===== src/sv/csd_pkg.sv =====
`timescale 1ns / 1ps
// Package for the chain sorter: sizes, the cell control struct and the
// point normalization function. No dependencies.
package csd_pkg;

    localparam int MAX_CHAINS  = 64;
    localparam int POINT_CHARS = 6;
    localparam int POINT_W     = 8 * POINT_CHARS;
    localparam int KEY_W       = 2 * POINT_W;
    localparam int CNT_W       = $clog2(MAX_CHAINS + 1);

    typedef logic [POINT_W-1:0] t_point;
    typedef logic [KEY_W-1:0]   t_key;
    typedef logic [CNT_W-1:0]   t_count;

    typedef struct packed {
        logic insert;
        logic shift;
    } t_cell_ctl;

    // Clear the first NUL byte and every byte after it.
    function automatic t_point normalize_point(input t_point p);
        t_point r;
        logic   cut;
        r   = '0;
        cut = 1'b0;
        for (int i = 0; i < POINT_CHARS; i++) begin
            if (p[POINT_W-1-8*i -: 8] == 8'h00) begin
                cut = 1'b1;
            end
            if (!cut) begin
                r[POINT_W-1-8*i -: 8] = p[POINT_W-1-8*i -: 8];
            end
        end
        return r;
    endfunction

endpackage


===== src/sv/csd_cell.sv =====
`timescale 1ns / 1ps
// One cell of the insertion sort chain: holds one key {end, start}.
// Depends on csd_pkg.
module csd_cell
    import csd_pkg::*;
(
    input  logic      i_clk,
    input  t_cell_ctl i_ctl,
    input  t_key      i_new_key,
    input  logic      i_valid,
    input  t_key      i_left_key,
    input  logic      i_left_less,
    input  t_key      i_right_key,
    output t_key      o_key,
    output logic      o_less
);

    t_key r_key;
    t_key n_key;

    assign o_key  = r_key;
    assign o_less = !i_valid || (i_new_key < r_key);

    always_comb begin
        n_key = r_key;
        if (i_ctl.insert) begin
            if (i_left_less) begin
                n_key = i_left_key;
            end else if (o_less) begin
                n_key = i_new_key;
            end
        end else if (i_ctl.shift) begin
            n_key = i_right_key;
        end
    end

    always_ff @(posedge i_clk) begin
        r_key <= n_key;
    end

endmodule


===== config.mk =====
export PLATFORM = sky130hd
export DESIGN_NAME = csd_cell
export DESIGN_NICKNAME = d
export VERILOG_FILES = /design/src/sv/csd_pkg.sv /design/src/sv/csd_cell.sv
export SDC_FILE = /design/constraint.sdc
export NUM_CORES = 1
export LEC_CHECK = 0
export BUFFER_PORTS_ARGS = -buffer_cell sky130_fd_sc_hd__buf_2
export CORE_AREA = 2 2 151 153
export CTS_BUF_LIST = sky130_fd_sc_hd__clkbuf_4
export DETAILED_ROUTE_END_ITERATION = 7
export DIE_AREA = 0 0 153 155
export SYNTH_ARGS = -nofsm -noshare
export SYNTH_HDL_FRONTEND = slang
export SYNTH_SLANG_ARGS = --single-unit

===== constraint.sdc =====
create_clock -name i_clk -period 6.7 [get_ports i_clk]
set_input_delay 0.67 -clock i_clk [delete_from_list [all_inputs] [get_ports i_clk]]
set_output_delay 0.67 -clock i_clk [all_outputs]
set_load 0.005 [all_outputs]

==> flow_summary.html <==
<table>
<tr><th>Metric</th><th>Value</th></tr>
<tr><th colspan="2">Floorplanning</th></tr>
<tr><td>Die footprint</td><td>between 20,000 and 25,000 µm²</td></tr>
<tr><td>X dimension of the die</td><td>between 150 and 200 µm</td></tr>
<tr><td>Starting density of the core</td><td>roughly a third</td></tr>
<tr><td>Row count</td><td>between 50 and 60</td></tr>
<tr><td>Core Box Area</td><td>22,200 µm²</td></tr>
<tr><td>Die extent in y</td><td>between 150 and 200 µm</td></tr>
<tr><td>Count of pins on the block boundary</td><td>a little under 400</td></tr>
<tr><th colspan="2">Finish</th></tr>
<tr><td>Sequential cell area</td><td>2880 µm²</td></tr>
<tr><td>Core utilization of the finished layout</td><td>between 40% and 50%</td></tr>
<tr><td>Area growth, synth to finish</td><td>31.9%</td></tr>
<tr><td>Flip-flop count of the largest register after layout</td><td>96</td></tr>
<tr><td>Area of combinational cells with multiple inputs</td><td>3870 µm²</td></tr>
<tr><td>Number of fill cells in the layout</td><td>approximately 2,300</td></tr>
<tr><td>Share of post-route cells with drive strength above 1</td><td>a little over a third</td></tr>
<tr><td>Post-layout net count</td><td>between 1,500 and 2,000</td></tr>
<tr><th colspan="2">Pwr</th></tr>
<tr><td>Leakage power figure</td><td>~5.1 nW</td></tr>
<tr><td>Maximum vdd ir drop</td><td>about 0.11 mV</td></tr>
<tr><td>PD cells</td><td>about 160 nW/µm²</td></tr>
<tr><th colspan="2">Logic synthesis</th></tr>
<tr><td>Proportion of synthesized chip area in sequential cells</td><td>roughly two fifths</td></tr>
<tr><td>Mapped Avg Cell Area</td><td>9.55 µm²</td></tr>
<tr><td>Cell area after synthesis</td><td>~7300 µm²</td></tr>
<tr><td>Post-synthesis register bit count</td><td>96</td></tr>
<tr><td>YS warnings</td><td>0</td></tr>
<tr><td>Count of mapped cells out of synthesis</td><td>761</td></tr>
<tr><td>Net count of the mapped netlist</td><td>around 1,100</td></tr>
<tr><td>Number of distinct standard cells referenced by the synthesized netlist</td><td>37</td></tr>
<tr><th colspan="2">Timing</th></tr>
<tr><td>Final-layout setup total negative slack</td><td>0 ns</td></tr>
<tr><td>Final Hold Violating Endpoints</td><td>0</td></tr>
<tr><td>Unrepaired setup endpoints after global routing</td><td>false</td></tr>
<tr><td>Setup-failing EPs final</td><td>0</td></tr>
<tr><td>Worst clock skew on the final layout</td><td>0.0298 ns</td></tr>
<tr><td>Headroom to the max-slew limit</td><td>a little over a third</td></tr>
<tr><td>F_max</td><td>266 MHz</td></tr>
<tr><td>Period Utilization, post-route</td><td>roughly 56%</td></tr>
<tr><td>Clock period minus final worst setup slack</td><td>3.76 ns</td></tr>
<tr><td>Slew @ Worst Pin</td><td>~0.95 ns</td></tr>
<tr><td>Final-report max-slew violation count</td><td>0</td></tr>
<tr><th colspan="2">Min path</th></tr>
<tr><td>Worst hold path cell count</td><td>3</td></tr>
<tr><td>Origin of the worst min-delay path</td><td>i_right_key[29]</td></tr>
<tr><td>Hold crit path type</td><td>in2reg</td></tr>
<tr><td>Worst Hold Endpoint</td><td>o_key[29]$_DFFE_PP_</td></tr>
<tr><th colspan="2">Clocking</th></tr>
<tr><td>Number of setup buffers added after CTS</td><td>0</td></tr>
<tr><td>Clock transition time at the flip-flop clock pins of the worst setup and hold paths</td><td>~0.18 ns</td></tr>
<tr><td>Post-cts gate resize count</td><td>0</td></tr>
<tr><td>Largest buffer count on any clock path</td><td>2</td></tr>
<tr><td>CTS root buffer</td><td>sky130_fd_sc_hd__clkbuf_4</td></tr>
<tr><td>Num Clock Sinks</td><td>96</td></tr>
<tr><td>Clock latency reported for the late side of the worst-skew pair</td><td>about 0.47 ns</td></tr>
<tr><td>H-tree depth reported by CTS</td><td>3</td></tr>
<tr><td>Number of hold buffers added after CTS</td><td>0</td></tr>
<tr><td>CTS buffer count</td><td>9</td></tr>
<tr><td>TritonCTS clock tree</td><td>yes</td></tr>
<tr><th colspan="2">Critical path</th></tr>
<tr><td>Launch instance of the worst register-to-register path</td><td>o_key[62]$_DFFE_PP_</td></tr>
<tr><td>Path type of the worst setup path</td><td>reg2reg</td></tr>
<tr><td>Max Fanout on Critical Path</td><td>38</td></tr>
<tr><td>Kind of start point of the critical path</td><td>flip-flop</td></tr>
<tr><td>Critical path arrival</td><td>just under 4 ns</td></tr>
<tr><td>Buf+Inv Stages, Crit Path</td><td>2</td></tr>
<tr><td>Crit-path max cell delay</td><td>a little under 0.8 ns</td></tr>
<tr><td>Setup slack on the worst flop-to-flop path</td><td>2.94 ns</td></tr>
<tr><td>Critical register-to-register path endpoint</td><td>o_key[93]$_DFFE_PP_</td></tr>
<tr><td>Worst setup EP type</td><td>flip-flop</td></tr>
<tr><td>Required time at the worst-slack endpoint</td><td>approximately 6.8 ns</td></tr>
<tr><td>Critical path cell sequence</td><td>inv_1, ha_1, nand4_1, nor2_1, a221o_1, a211o_1, o2111ai_2, nand4_2, a21oi_4, buf_4</td></tr>
<tr><td>R2R cell count</td><td>10</td></tr>
<tr><td>Gate family responsible for the most delay along the worst path</td><td>compound AO/OA/AOI/OAI gates</td></tr>
<tr><td>Slowest stage cell, crit path</td><td>sky130_fd_sc_hd__a21oi_4</td></tr>
<tr><th colspan="2">GRT</th></tr>
<tr><td>Global router's overall resource usage</td><td>~20%</td></tr>
<tr><td>Number of global-route vias before repair</td><td>slightly below 7,000</td></tr>
<tr><td>Wire length of the first global-routing pass</td><td>36.3 mm</td></tr>
<tr><td>Number of antenna violations at the first check in global routing</td><td>1</td></tr>
<tr><td>Pin count of the biggest net entering global routing</td><td>approximately 110</td></tr>
<tr><td>Overflow left after global routing</td><td>0</td></tr>
<tr><th colspan="2">Detailed routing</th></tr>
<tr><td>Total wirelength of the detailed-routed design</td><td>roughly 24 mm</td></tr>
<tr><td>Routed length per instance</td><td>16.6 µm</td></tr>
<tr><td>Final ANT Viol Nets</td><td>0</td></tr>
<tr><td>Drc violations</td><td>0</td></tr>
<tr><td>Count of vias placed by the detailed router</td><td>~6,900</td></tr>
<tr><td>Vias per cell</td><td>roughly 4.8</td></tr>
<tr><td>Number of iterations in the first detailed-routing pass</td><td>5</td></tr>
<tr><td>1st-iter DRT viols</td><td>between 300 and 400</td></tr>
<tr><th colspan="2">Placement</th></tr>
<tr><td>HPWL reported at the end of detailed placement</td><td>between 15 and 20 mm</td></tr>
<tr><td>Last weighted congestion value of the routability-driven placer</td><td>roughly 0.87</td></tr>
<tr><td>Port Buffers</td><td>between 300 and 400</td></tr>
<tr><th colspan="2">Run status</th></tr>
<tr><td>Result of the run</td><td>completed</td></tr>
<tr><th colspan="2">Run</th></tr>
<tr><td>Count of max-cap constraint violations</td><td>0</td></tr>
</table>
==> cell type report <==
cell class | count | share of cell area (%)
multi-input cells | 535 | 40.4
flip-flops and latches | 96 | 30.1
repair buffers | 393 | 20.8
inverters | 97 | 3.80
well taps | 285 | 3.72
clock buffers | 9 | 0.705
clock inverters | 6 | 0.457
diodes | 1 | 0.0261
==> power breakdown <==
part           internal, mW  switching [mW]
sequential            0.737          0.0288
clock                0.0777           0.217
combinational         0.231           0.272
==> worst max-delay path by stage <==
| stage | slack [ns] | from | to | depth (start not counted) |
|---|---|---|---|---|
| after floorplan | 1.36 | i_new_key[62] | o_key[0]$_DFFE_PP_ | 8 |
| after global placement | 2.49 | i_new_key[17] | o_key[80]$_DFFE_PP_ | 10 |
| after detailed placement | 2.43 | i_new_key[62] | o_key[91]$_DFFE_PP_ | 10 |
| after CTS | 2.75 | o_key[95]$_DFFE_PP_ | o_less | 10 |
| after global routing | 2.59 | o_key[17]$_DFFE_PP_ | o_key[93]$_DFFE_PP_ | 10 |
| final | 2.94 | o_key[62]$_DFFE_PP_ | o_key[93]$_DFFE_PP_ | 10 |
==> worst min-delay path, stage by stage <==
cell,delay [ns]
sky130_fd_sc_hd__buf_2,0.07
sky130_fd_sc_hd__nor2_1,0.03
sky130_fd_sc_hd__a21oi_1,0.09
==> stage by stage <==
stage / hold slack (ns) / worst slack [ns] / area, µm² / cells / power, mW
6_report: 0.507 / 2.94 / 9580 / 1422 / 1.56
4_1_cts: 0.440 / 2.75 / 9580 / 1421 / 1.59
5_1_grt: 0.448 / 2.59 / 9580 / 1422 / 1.68
2_1_floorplan: 0.896 / 1.36 / 7260 / 761 / 1.04
3_5_place_dp: 0.996 / 2.43 / 9470 / 1406 / 1.29
3_3_place_gp: 0.987 / 2.49 / 9470 / 1406 / 1.28
==> per-layer routing <==
| metal | wire length (µm) | track usage (%) |
|---|---|---|
| met5 | 0 | 0 |
| met4 | 520 | 6.13 |
| met1 | 9700 | 22.9 |
| met3 | 1600 | 4.87 |
| met2 | 11800 | 35.2 |
==> Yosys cell counts, drive strengths merged <==
| cell type | number | share of area [%] |
|---|---|---|
| a21o | 9 | 0.93 |
| o211ai | 1 | 0.10 |
| inv | 97 | 5.0 |
| nor3 | 2 | 0.14 |
| edfxtp | 96 | 40 |
| ha | 95 | 16 |
| a21oi | 132 | 9.2 |
| mux2i | 96 | 13 |
| o2111ai | 2 | 0.33 |
| nand4 | 16 | 1.5 |
| o31a | 1 | 0.12 |
| and4 | 2 | 0.24 |
| a211o | 1 | 0.12 |
| a41oi | 1 | 0.12 |
| nand2 | 29 | 1.5 |
| and4b | 1 | 0.14 |
| clkbuf | 22 | 1.3 |
| nor2b | 2 | 0.17 |
| o21ai | 13 | 0.90 |
| a221oi | 4 | 0.48 |
| nor2 | 106 | 5.5 |
| or4 | 1 | 0.10 |
| nor4 | 4 | 0.43 |
| nor3b | 1 | 0.17 |
| nand3 | 10 | 0.69 |
| or4bb | 1 | 0.16 |
| a221o | 2 | 0.28 |
| a211oi | 3 | 0.31 |
| buf | 11 | 0.83 |
==> placed cells by master, fill, tap and decap left out, types with 2 or more instances in the layout <==
master                     count
sky130_fd_sc_hd__and4_1        2
sky130_fd_sc_hd__nand2_1      29
sky130_fd_sc_hd__mux2i_1      96
sky130_fd_sc_hd__a221o_1       2
sky130_fd_sc_hd__nor2_1      106
sky130_fd_sc_hd__a21oi_1     129
sky130_fd_sc_hd__o21ai_0      12
sky130_fd_sc_hd__inv_1        97
sky130_fd_sc_hd__ha_1         95
sky130_fd_sc_hd__nor4_1        3
sky130_fd_sc_hd__edfxtp_1     96
sky130_fd_sc_hd__buf_6         2
sky130_fd_sc_hd__a21oi_2       2
sky130_fd_sc_hd__nand3_1      10
sky130_fd_sc_hd__a21o_1        9
sky130_fd_sc_hd__buf_4         4
sky130_fd_sc_hd__a221oi_1      4
sky130_fd_sc_hd__nor2b_1       2
sky130_fd_sc_hd__inv_6         3
sky130_fd_sc_hd__buf_2       387
sky130_fd_sc_hd__nor3_1        2
sky130_fd_sc_hd__nand4_1      15
sky130_fd_sc_hd__a211oi_1      3
sky130_fd_sc_hd__clkbuf_4      9
==> kinds of logic (layout without fill, tap and decap cells) <==
family | count (synthesis) | after routing | share of synthesized area (%)
AO/OA/AOI/OAI | 169 | 169 | 12.9
adder cells (fa/ha/maj) | 95 | 95 | 16.4
buffers and inverters | 130 | 505 | 7.11
flip-flops | 96 | 96 | 39.7
multiplexers | 96 | 96 | 13.2
other | 0 | 1 | 0
AND/OR/NAND/NOR | 175 | 175 | 10.7
Power figures use the tool's default switching activity.
